===== src/hw/rtl/bdse_pkg.sv =====
// Shared types, constants and helpers for the block delta shift encoder.
`timescale 1ns / 1ps

package bdse_pkg;

  localparam int NUM_LANES   = 4;
  localparam int LANE_W      = 16;
  localparam int STORE_DEPTH = 32;
  localparam int ADDR_W      = 5;
  localparam int CNT_W       = 6;
  localparam int AXES_W      = 3;
  localparam int SHIFT_W     = 3;
  localparam int DCNT_W      = 5;
  localparam int DELTA_LIMIT = 127;
  localparam int TOP_SHIFT   = 7;

  // Smallest magnitude that still overflows at the top shift
  localparam logic [LANE_W-1:0] OVF_LIMIT = LANE_W'((DELTA_LIMIT + 1) << TOP_SHIFT);

  localparam logic ROW_ANCHOR = 1'b0;
  localparam logic ROW_DELTA  = 1'b1;

  typedef logic [LANE_W-1:0] lane_t;
  typedef lane_t [NUM_LANES-1:0] sample_t;

  typedef struct packed {
    logic [LANE_W-1:0] max_abs;
    logic              ovf;
    sample_t           shifted;
  } delta_res_t;

  // Pick the smallest shift that brings a magnitude down to the delta limit
  function automatic logic [SHIFT_W-1:0] shift_for(input logic [LANE_W-1:0] m);
    logic [SHIFT_W-1:0] r;
    r = SHIFT_W'(TOP_SHIFT);
    for (int s = TOP_SHIFT; s >= 0; s--) begin
      if ((m >> s) <= LANE_W'(DELTA_LIMIT)) r = SHIFT_W'(s);
    end
    return r;
  endfunction

endpackage


===== src/hw/rtl/bdse_store.sv =====
// Sample store: one write port, one registered read port.
`timescale 1ns / 1ps

module bdse_store import bdse_pkg::*; (
  input  logic              clk,
  input  logic              wr_en,
  input  logic [ADDR_W-1:0] wr_addr,
  input  sample_t           wr_data,
  input  logic [ADDR_W-1:0] rd_addr,
  output sample_t           rd_data
);

  sample_t mem [STORE_DEPTH];

  // Write a sample
  always_ff @(posedge clk) begin
    if (wr_en) mem[wr_addr] <= wr_data;
  end

  // Registered read
  always_ff @(posedge clk) begin
    rd_data <= mem[rd_addr];
  end

endmodule


===== src/hw/rtl/bdse_delta.sv =====
// Lane deltas: magnitude maximum, overflow check and shifted int8 deltas.
`timescale 1ns / 1ps

module bdse_delta import bdse_pkg::*; (
  input  sample_t              cur,
  input  sample_t              prev,
  input  logic [NUM_LANES-1:0] lane_mask,
  input  logic [SHIFT_W-1:0]   shift,
  output delta_res_t           res
);

  always_comb begin
    logic signed [LANE_W:0] d;
    logic signed [LANE_W:0] q;
    logic        [LANE_W:0] mag;
    res = '0;
    for (int i = 0; i < NUM_LANES; i++) begin
      // Widen by one bit so the difference never wraps
      d   = $signed({cur[i][LANE_W-1], cur[i]}) - $signed({prev[i][LANE_W-1], prev[i]});
      mag = d[LANE_W] ? unsigned'(-d) : unsigned'(d);
      q   = d >>> shift;
      if (lane_mask[i]) begin
        if (mag[LANE_W-1:0] > res.max_abs) res.max_abs = mag[LANE_W-1:0];
        if (mag[LANE_W-1:0] >= OVF_LIMIT) res.ovf = 1'b1;
        // Keep the low byte, sign extended
        res.shifted[i] = {{(LANE_W-8){q[7]}}, q[7:0]};
      end
    end
  end

endmodule


===== src/hw/rtl/block_delta_shift_encoder_top.sv =====
// Top level: request intake, flush sequencer and row output register.
`timescale 1ns / 1ps
// A request that does not flush only stores its sample; busy stays low.
// A flushing request runs per block a scan pass, which may cut the block
// short, and an emit pass, both limited by the store's single read port;
// rows leave one per cycle during emit. Results cannot be stalled.
// Synchronous reset clears the held sample count and sets active_axes to 3.

module block_delta_shift_encoder_top import bdse_pkg::*; #(
  parameter int MAX_LANES  = 4,
  parameter int MAX_DELTAS = 31
) (
  input  logic                     clk,
  input  logic                     rst_n,
  input  logic                     start,
  output logic                     busy,
  input  logic signed [LANE_W-1:0] in_lane_0,
  input  logic signed [LANE_W-1:0] in_lane_1,
  input  logic signed [LANE_W-1:0] in_lane_2,
  input  logic signed [LANE_W-1:0] in_lane_3,
  input  logic                     in_end_of_chunk,
  input  logic                     cfg_valid,
  output logic                     cfg_ready,
  input  logic [AXES_W-1:0]        cfg_active_axes,
  output logic                     out_valid,
  output logic                     out_row_kind,
  output logic [SHIFT_W-1:0]       out_shift,
  output logic [DCNT_W-1:0]        out_delta_count,
  output logic signed [LANE_W-1:0] out_value_0,
  output logic signed [LANE_W-1:0] out_value_1,
  output logic signed [LANE_W-1:0] out_value_2,
  output logic signed [LANE_W-1:0] out_value_3,
  output logic                     out_block_last,
  output logic                     out_run_last
);

  localparam logic [CNT_W-1:0]  BLK_CAP   = CNT_W'(MAX_DELTAS + 1);
  localparam logic [AXES_W-1:0] LANE_CAP  = AXES_W'(MAX_LANES);
  localparam logic [CNT_W-1:0]  LAST_SLOT = CNT_W'(STORE_DEPTH - 1);

  typedef enum logic [1:0] {ST_IDLE, ST_SCAN, ST_EMIT} state_t;

  state_t              state_r, state_nxt;
  logic [AXES_W-1:0]   axes_r, axes_nxt;
  logic [CNT_W-1:0]    held_r, held_nxt;
  logic [CNT_W-1:0]    total_r, total_nxt;
  logic [CNT_W-1:0]    src_r, src_nxt;
  logic [CNT_W-1:0]    lim_r, lim_nxt;
  logic [CNT_W-1:0]    iss_r, iss_nxt;
  logic                rd_vld_r, rd_vld_nxt;
  logic [CNT_W-1:0]    rd_idx_r, rd_idx_nxt;
  logic [LANE_W-1:0]   max_r, max_nxt;
  sample_t             prev_r, prev_nxt;

  logic                ov_valid_r, ov_valid_nxt;
  logic                ov_kind_r, ov_kind_nxt;
  logic [SHIFT_W-1:0]  ov_shift_r, ov_shift_nxt;
  logic [DCNT_W-1:0]   ov_dcnt_r, ov_dcnt_nxt;
  sample_t             ov_vals_r, ov_vals_nxt;
  logic                ov_blast_r, ov_blast_nxt;
  logic                ov_rlast_r, ov_rlast_nxt;

  logic                 accept;
  logic                 wr_en;
  sample_t              wr_data;
  logic [ADDR_W-1:0]    rd_addr;
  sample_t              rd_data;
  logic [AXES_W-1:0]    lanes;
  logic [NUM_LANES-1:0] lane_mask;
  logic [SHIFT_W-1:0]   cur_shift;
  delta_res_t           dres;
  logic [CNT_W-1:0]     src_end;
  logic [CNT_W-1:0]     left;

  // Lanes in use, clamped to the lane count
  assign lanes = (axes_r > LANE_CAP) ? LANE_CAP : axes_r;
  always_comb begin
    for (int i = 0; i < NUM_LANES; i++) begin
      lane_mask[i] = (AXES_W'(i) < lanes);
    end
  end

  assign busy      = (state_r != ST_IDLE);
  assign cfg_ready = 1'b1;
  assign accept    = start && !busy;

  assign wr_en   = accept;
  assign wr_data = {in_lane_3, in_lane_2, in_lane_1, in_lane_0};
  assign rd_addr = ADDR_W'(src_r + iss_r);

  assign cur_shift = shift_for(max_r);
  assign src_end   = src_r + lim_r;
  assign left      = total_r - src_end;

  bdse_store u_store (
    .clk     (clk),
    .wr_en   (wr_en),
    .wr_addr (held_r[ADDR_W-1:0]),
    .wr_data (wr_data),
    .rd_addr (rd_addr),
    .rd_data (rd_data)
  );

  bdse_delta u_delta (
    .cur       (rd_data),
    .prev      (prev_r),
    .lane_mask (lane_mask),
    .shift     (cur_shift),
    .res       (dres)
  );

  // Sequencer: intake, scan pass and emit pass
  always_comb begin
    state_nxt    = state_r;
    axes_nxt     = axes_r;
    held_nxt     = held_r;
    total_nxt    = total_r;
    src_nxt      = src_r;
    lim_nxt      = lim_r;
    iss_nxt      = iss_r;
    rd_vld_nxt   = 1'b0;
    rd_idx_nxt   = iss_r;
    max_nxt      = max_r;
    prev_nxt     = prev_r;
    ov_valid_nxt = 1'b0;
    ov_kind_nxt  = ov_kind_r;
    ov_shift_nxt = ov_shift_r;
    ov_dcnt_nxt  = ov_dcnt_r;
    ov_vals_nxt  = ov_vals_r;
    ov_blast_nxt = ov_blast_r;
    ov_rlast_nxt = ov_rlast_r;

    if (cfg_valid && cfg_ready) axes_nxt = cfg_active_axes;

    // Issue the next read of the current block
    if ((state_r != ST_IDLE) && (iss_r < lim_r)) begin
      rd_vld_nxt = 1'b1;
      iss_nxt    = iss_r + 1'b1;
    end
    if (rd_vld_r) prev_nxt = rd_data;

    unique case (state_r)
      ST_IDLE: begin
        if (accept) begin
          if ((held_r == LAST_SLOT) || in_end_of_chunk) begin
            total_nxt = held_r + 1'b1;
            src_nxt   = '0;
            lim_nxt   = (held_r + 1'b1 > BLK_CAP) ? BLK_CAP : held_r + 1'b1;
            iss_nxt   = '0;
            max_nxt   = '0;
            state_nxt = ST_SCAN;
          end else begin
            held_nxt = held_r + 1'b1;
          end
        end
      end

      ST_SCAN: begin
        if (rd_vld_r) begin
          if (rd_idx_r != '0) begin
            if (dres.max_abs > max_r) max_nxt = dres.max_abs;
          end
          // Cut the block before a delta that overflows even at the top shift
          if ((rd_idx_r != '0) && dres.ovf) begin
            lim_nxt    = rd_idx_r;
            iss_nxt    = '0;
            rd_vld_nxt = 1'b0;
            state_nxt  = ST_EMIT;
          end else if (rd_idx_r == lim_r - 1'b1) begin
            iss_nxt    = '0;
            rd_vld_nxt = 1'b0;
            state_nxt  = ST_EMIT;
          end
        end
      end

      ST_EMIT: begin
        if (rd_vld_r) begin
          ov_valid_nxt = 1'b1;
          ov_shift_nxt = cur_shift;
          ov_dcnt_nxt  = DCNT_W'(lim_r - 1'b1);
          ov_blast_nxt = (rd_idx_r == lim_r - 1'b1);
          ov_rlast_nxt = (rd_idx_r == lim_r - 1'b1) && (src_end == total_r);
          if (rd_idx_r == '0) begin
            ov_kind_nxt = ROW_ANCHOR;
            for (int i = 0; i < NUM_LANES; i++) begin
              ov_vals_nxt[i] = lane_mask[i] ? rd_data[i] : '0;
            end
          end else begin
            ov_kind_nxt = ROW_DELTA;
            ov_vals_nxt = dres.shifted;
          end
          // Advance to the next block, or finish the flush
          if (rd_idx_r == lim_r - 1'b1) begin
            src_nxt    = src_end;
            iss_nxt    = '0;
            rd_vld_nxt = 1'b0;
            max_nxt    = '0;
            if (src_end == total_r) begin
              held_nxt  = '0;
              state_nxt = ST_IDLE;
            end else begin
              lim_nxt   = (left > BLK_CAP) ? BLK_CAP : left;
              state_nxt = ST_SCAN;
            end
          end
        end
      end

      default: state_nxt = ST_IDLE;
    endcase
  end

  // Hold state and registered outputs
  always_ff @(posedge clk) begin
    if (!rst_n) begin
      state_r    <= ST_IDLE;
      axes_r     <= AXES_W'(3);
      held_r     <= '0;
      total_r    <= '0;
      src_r      <= '0;
      lim_r      <= '0;
      iss_r      <= '0;
      rd_vld_r   <= 1'b0;
      ov_valid_r <= 1'b0;
    end else begin
      state_r    <= state_nxt;
      axes_r     <= axes_nxt;
      held_r     <= held_nxt;
      total_r    <= total_nxt;
      src_r      <= src_nxt;
      lim_r      <= lim_nxt;
      iss_r      <= iss_nxt;
      rd_vld_r   <= rd_vld_nxt;
      ov_valid_r <= ov_valid_nxt;
    end
    rd_idx_r   <= rd_idx_nxt;
    max_r      <= max_nxt;
    prev_r     <= prev_nxt;
    ov_kind_r  <= ov_kind_nxt;
    ov_shift_r <= ov_shift_nxt;
    ov_dcnt_r  <= ov_dcnt_nxt;
    ov_vals_r  <= ov_vals_nxt;
    ov_blast_r <= ov_blast_nxt;
    ov_rlast_r <= ov_rlast_nxt;
  end

  assign out_valid       = ov_valid_r;
  assign out_row_kind    = ov_kind_r;
  assign out_shift       = ov_shift_r;
  assign out_delta_count = ov_dcnt_r;
  assign out_value_0     = ov_vals_r[0];
  assign out_value_1     = ov_vals_r[1];
  assign out_value_2     = ov_vals_r[2];
  assign out_value_3     = ov_vals_r[3];
  assign out_block_last  = ov_blast_r;
  assign out_run_last    = ov_rlast_r;

endmodule

===== config.mk =====
export PLATFORM = sky130hd
export DESIGN_NAME = block_delta_shift_encoder_top
export DESIGN_NICKNAME = d
export VERILOG_FILES = /design/src/hw/rtl/bdse_pkg.sv /design/src/hw/rtl/bdse_store.sv /design/src/hw/rtl/bdse_delta.sv /design/src/hw/rtl/block_delta_shift_encoder_top.sv
export SDC_FILE = /design/constraint.sdc
export NUM_CORES = 2
export LEC_CHECK = 0
export ABC_AREA = 1
export BUFFER_PORTS_ARGS = -buffer_cell sky130_fd_sc_hd__buf_4
export CORE_ASPECT_RATIO = 0.8
export CORE_MARGIN = 4
export CORE_UTILIZATION = 29
export DETAILED_ROUTE_END_ITERATION = 12
export GPL_TIMING_DRIVEN = 0
export PLACE_DENSITY = 0.54
export REMOVE_ABC_BUFFERS = 1
export SLEW_MARGIN = 20
export SYNTH_ARGS = -nofsm -noshare
export SYNTH_HDL_FRONTEND = slang
export SYNTH_SLANG_ARGS = --single-unit

===== constraint.sdc =====
create_clock -name clk -period 11 [get_ports clk]
set_input_delay 1.1 -clock clk [delete_from_list [all_inputs] [get_ports clk]]
set_output_delay 1.1 -clock clk [all_outputs]
set_load 0.03 [all_outputs]

After elaboration in Yosys (flattened, before gate mapping)
Memory sizes are Yosys's and may differ from the RTL's. A register that Yosys moved wholly into a read port is not among the register bits.
Index checks and enable logic that the tools add are counted.
{"block": "totals", "reg_bits": 198, "ramBits": 2048, "input_bits": 72, "out_inout_bits": 78, "word_cells": 192, "n_memories": 1}
{"block": "op_classes", "addsub": 14, "order_cmp": 24, "n_eq_ne": 17, "shift": 4, "muxes": 88, "reduce_logical": 20}
{"memory": "u_store.mem", "words": 32, "word_bits": 64, "rd": 1, "rd_ports_with_merged_regs": 1, "wr": 1, "line_no": "bdse_store.sv:13", "rtl": "sample_t mem [STORE_DEPTH];"}
{"operator": "$mux 16", "count": 22}
{"operator": "$mux 6", "count": 25}
{"operator": "$sshr 17x3->8", "count": 4}
{"operator": "$sub 16x16->17", "count": 4}
{"operator": "$ge 16x15->1 const B", "count": 4}
{"operator": "$gt 16x16->1", "count": 4}
{"operator": "$mux 64", "count": 1}
{"operator": "$neg 16->16", "count": 4}
{"operator": "$mux 17", "count": 3}
{"operator": "$pmux 16 s3", "count": 1}
{"operator": "$pmux 6 s3", "count": 2}
{"operator": "$mux 33", "count": 1}
{"operator": "$pmux 6 s2", "count": 2}
{"operator": "$ne 2x2->1 const B", "count": 11}
{"operator": "$mux 3", "count": 7}
{"operator": "$gt 16x1->1 const B", "count": 1}
{"operator": "$le 16x7->1 const B", "count": 1}
{"operator": "$reduce_and 8->1", "count": 2}
{"operator": "$le 15x7->1 const B", "count": 1}
{"operator": "$mux 1", "count": 15}
{"operator": "$le 14x7->1 const B", "count": 1}
{"operator": "$mux 2", "count": 7}
{"operator": "$le 13x7->1 const B", "count": 1}
{"operator": "$add 6x1->6 const B", "count": 2}
{"operator": "other kinds (31)", "count": 41}

Depth between registers and ports, before layout
{"block": "logic_depth", "ltp_word": 20, "mapped_depth": 70}

Hierarchy
From an unflattened synthesis, not the netlist that was laid out.
{"block": "unflattened", "hier_cells": 9391, "hier_area_um2": 101254.6}
{"module": "bdse_store", "instances": 1, "cells_each": 6768, "area_per_inst_um2": 83022.1, "seq_area_each_um2": 62780.2}
{"module": "block_delta_shift_encoder_top", "instances": 1, "cells_each": 915, "area_per_inst_um2": 9143.8, "seq_area_each_um2": 5515.3}
{"module": "bdse_delta", "instances": 1, "cells_each": 1708, "area_per_inst_um2": 9088.7, "seq_area_each_um2": 0.0}

Least setup slack after synthesis
OpenSTA, ideal clock, no wires.
{"block": "synth_timing", "path_kind": "register -> register", "start": "register u_store.rd_data[16] (netlist bit), read port of u_store.mem", "end": "register max_r[0], enable pin", "setup_time_ns": 0.394, "arrival_time_ns": 8.850, "required_time_ns": 10.606, "path_slack_ns": 1.756, "path_stages_with_launch": 60, "n_path_buf": 4, "path_cell_list": "dfxtp_1 inv_1 ha_1 inv_1 fa_1 nand3_1 nand3_1 nand2_1 a21oi_1 or2_2 xor2_1 inv_1 nand2_1 nor3_1 inv_1 nor3_1 or2_2 xor2_1 [... 24 more ...] o21a_1 o21ai_0 nand2_1 o311ai_0 nand3_1 clkbuf_1 or2_2 nand2_1 inv_1 ha_1 nand3_1 o211ai_1 nand2_1 o211ai_1 nand2_1 o2111ai_1 nand3_1 a21oi_1"}
{"item": "start: declaration", "line_no": "bdse_store.sv:10", "rtl": "output sample_t rd_data"}
{"item": "end signal: assignment", "line_no": "block_delta_shift_encoder_top.sv:238", "rtl": "max_r <= max_nxt;"}
{"item": "end: declaration", "line_no": "block_delta_shift_encoder_top.sv:52", "rtl": "logic [LANE_W-1:0] max_r, max_nxt;"}

==> impl_metrics.json <==
{
  "cts-root-buf": "clkbuf_16",
  "slew_headroom_pct": 24.4,
  "most-common-layout-cells": "edfxtp_1 (2,203), o21ai_0 (692), nor2_1 (670), nand2_1 (635), o221ai_1 (517)",
  "num_rows": 190,
  "antenna_found_initial": 34,
  "gp_congestion": 0.855,
  "place_ws_ns": -0.837,
  "vias": 64200,
  "finalSetupTns_ns": 0,
  "nNetsFinal": 7868,
  "tightest_slew_ns": 1.13,
  "ys_seq_area_share_pct": 69.7,
  "grt-ovfl-total": 0,
  "fin_ws_ns": 0.866,
  "r2r_cells": 57,
  "clock-sinks": 2310,
  "syn_inst": 7416,
  "viasPerCell": 5.20,
  "report.final.slew_viol_count": 0,
  "grt_pass1_wl_microns": 436000,
  "drc": 0,
  "crit_top_cell": "nand2_1",
  "grt_pass1_vias": 60700,
  "h-tree-depth": 4,
  "fin_worst_skew_ns": 0.118,
  "fillers": 32000,
  "crit_path_top_delay_cell": "ha_1",
  "dieArea_sq_mm": 0.347,
  "yosysUniqueCellTypes": 62,
  "cts_buffers": 238,
  "power_density_mw_per_mm2": 258,
  "synth_ff_type": "edfxtp_1",
  "crit_path_max_incr_delay_ns": 0.40,
  "whs_endpoint": "rd_idx_r[5]$_DFF_P_",
  "cp.arrival_ns": 10.67,
  "io_buffer_count": 148,
  "finalHoldViolCount": 0,
  "grt_max_degree": 96,
  "clockBufferDepth": 4,
  "place_inst": 11900,
  "cap_viol_max_count": 0,
  "synth-edff-count": 2203,
  "async_flop_share_pct": 0,
  "syn_avg_cell_area_sq_um": 13.2,
  "synth_warnings": 0,
  "fin_crit_ns": 10.13,
  "crit_fanout": 31,
  "crit_start": "u_store.rd_data[16]$_DFF_P_",
  "status": "finished, final reports clean",
  "setup_violations": 0,
  "wl_microns": 308000,
  "hpwl_microns": 205000,
  "core_area_sq_mm": 0.336,
  "min_path_cells": 0,
  "drive_above_1_share_pct": 11.2,
  "hold_path_class": "reg -> reg",
  "hold_buffers": 0,
  "regToRegStartpoint": "u_store.rd_data[16]$_DFF_P_",
  "final_common_cell": "edfxtp_1",
  "clock_latency_ns": 0.94,
  "path_clk_slew_ns": 0.07,
  "die_w_microns": 658,
  "ff2ff_setup_slack_ns": 0.87,
  "final_antenna_net_count": 0,
  "ys_ff_latch": 2310,
  "timing.rr.end": "max_r[3]$_SDFFCE_PN0P_",
  "crit_path_end_kind": "flip-flop",
  "leakage_nw": 38.5,
  "fp.dieH_microns": 528,
  "grt_usage_pct": 17.0,
  "hold_path.startpoint": "iss_r[5]$_SDFF_PN0_",
  "post-route-period-util_pct": 92.1,
  "max_clock_freq_mhz": 98.7,
  "p_total_mw": 30.3,
  "synth_area_sq_mm": 0.0980,
  "io_pins": 150,
  "startpoint_type": "flip-flop",
  "drtPass1Iterations": 6,
  "crit_required_ns": 11.53,
  "finalNonFillerCells": 12300,
  "avgRoutedWirePerCell_microns": 25.0,
  "initial_core_util_pct": 29.2,
  "drtIter0Drc": 7497,
  "cts_tree": "built",
  "ir_worst_vdd_mv": 0.321,
  "crit_type": "reg -> reg",
  "areaGrowthSynthToFinish_pct": 19.9
}
==> cell usage after synthesis, drive strengths merged (23+ instances only) <==
cell / count / area, sq um
nand2: 653 / 2500
or2: 23 / 146
nor3: 29 / 150
dfxtp: 107 / 2140
edfxtp: 2203 / 66200
clkbuf: 395 / 1480
mux2i: 515 / 5150
nor2: 710 / 2700
and3: 64 / 400
a31oi: 70 / 438
a21oi: 151 / 759
inv: 362 / 1360
nand3: 468 / 2360
buf: 51 / 223
nand4: 25 / 156
o21ai: 693 / 3470
xor2: 91 / 805
o221ai: 517 / 4530
ha: 158 / 1980
==> area by class of cell <==
cell class | instances | area, sq um | share of cell area, %
timing repair buffer | 420 | 7420 | 6.32
inverter | 367 | 1420 | 1.21
tap | 4512 | 5650 | 4.81
clock buffer | 322 | 6460 | 5.50
multi-input combinational | 4294 | 27000 | 22.9
sequential | 2310 | 68300 | 58.1
clock inverter | 110 | 1240 | 1.06
antenna | 8 | 20.0 | 0.0170
==> state kept, by name, indices dropped and copies added (netlist names), 2 cells and up <==
signal	cells
u_store.mem	2048
prev_r	64
u_store.rd_data	64
max_r	16
out_value_0	16
out_value_1	16
out_value_2	16
out_value_3	16
held_r	6
iss_r	6
lim_r	6
rd_idx_r	6
src_r	6
total_r	6
out_delta_count	5
axes_r	3
out_shift	3
state_r	2
==> stage by stage <==
stage / hold WS (ns) / area [sq um] / utilization (%)
2_1_floorplan: 0.366 / 96300 / -
3_3_place_gp: 0.392 / 103000 / 30.7
3_5_place_dp: 0.387 / 110000 / 32.7
4_1_cts: 0.394 / 117000 / 35.0
5_1_grt: 0.419 / 117000 / 35.0
6_report: 0.411 / 117000 / 35.0
==> how the worst max path moves through the flow <==
| stage | end | slack [ns] |
|---|---|---|
| after global routing | max_r[6]$_SDFFCE_PN0P_ | -0.003 |
| after CTS | max_r[3]$_SDFFCE_PN0P_ | 0.14 |
| after detailed placement | max_r[3]$_SDFFCE_PN0P_ | -0.84 |
| after floorplan | u_store.rd_data[62]$_DFF_P_ | -40.52 |
| final | max_r[3]$_SDFFCE_PN0P_ | 0.87 |
| after global placement | u_store.rd_data[54]$_DFF_P_ | -116.93 |
==> repair_timing <==
item / 4_1_cts / 5_1_grt
gates cloned: 1 / 0
pin swaps: 1 / 2
endpoints found under the setup margin: 16 / 16
setup buffers: 0 / 4
gates resized for setup: 3 / 5
==> critical path, delay by kind of cell, from the launching register on <==
family | cells | cell delay, ns
DFF | 1 | 0.33
AOI/OAI and AO/OA | 9 | 1.53
and+or+nand+nor | 30 | 4.70
adders and majority gates | 6 | 1.81
buffers and inverters | 10 | 1.03
xor gates and xnor gates | 2 | 0.36
==> layer usage <==
layer,GRT usage [%],part of all wire (%),vias up
li1,-,-,28500
met4,4.43,2.6,18
met5,0,0.041,-
met2,26.4,45,2748
met3,2.61,7.9,474
met1,24.6,45,32500
==> kinds of logic after synthesis <==
family,count (synthesis),synth area share (%)
XOR/XNOR,98,0.884
buffers and inverters,813,3.15
multiplexers,515,5.26
flip-flops,2310,69.7
AO/OA/AOI/OAI,1509,10.0
adder cells (fa/ha/maj),165,2.16
other,1,0.00383
AND/OR/NAND/NOR,2005,8.81
==> power breakdown <==
part	internal (mW)	leakage, nW	total [mW]	switching, mW
Combinational	3.93	14.0	11.7	7.80
Sequential	10.2	20.7	10.5	0.312
Clock	4.66	3.75	8.03	3.37
Total	18.8	38.5	30.3	11.5
Note: power is estimated with default switching activity, not from simulation.
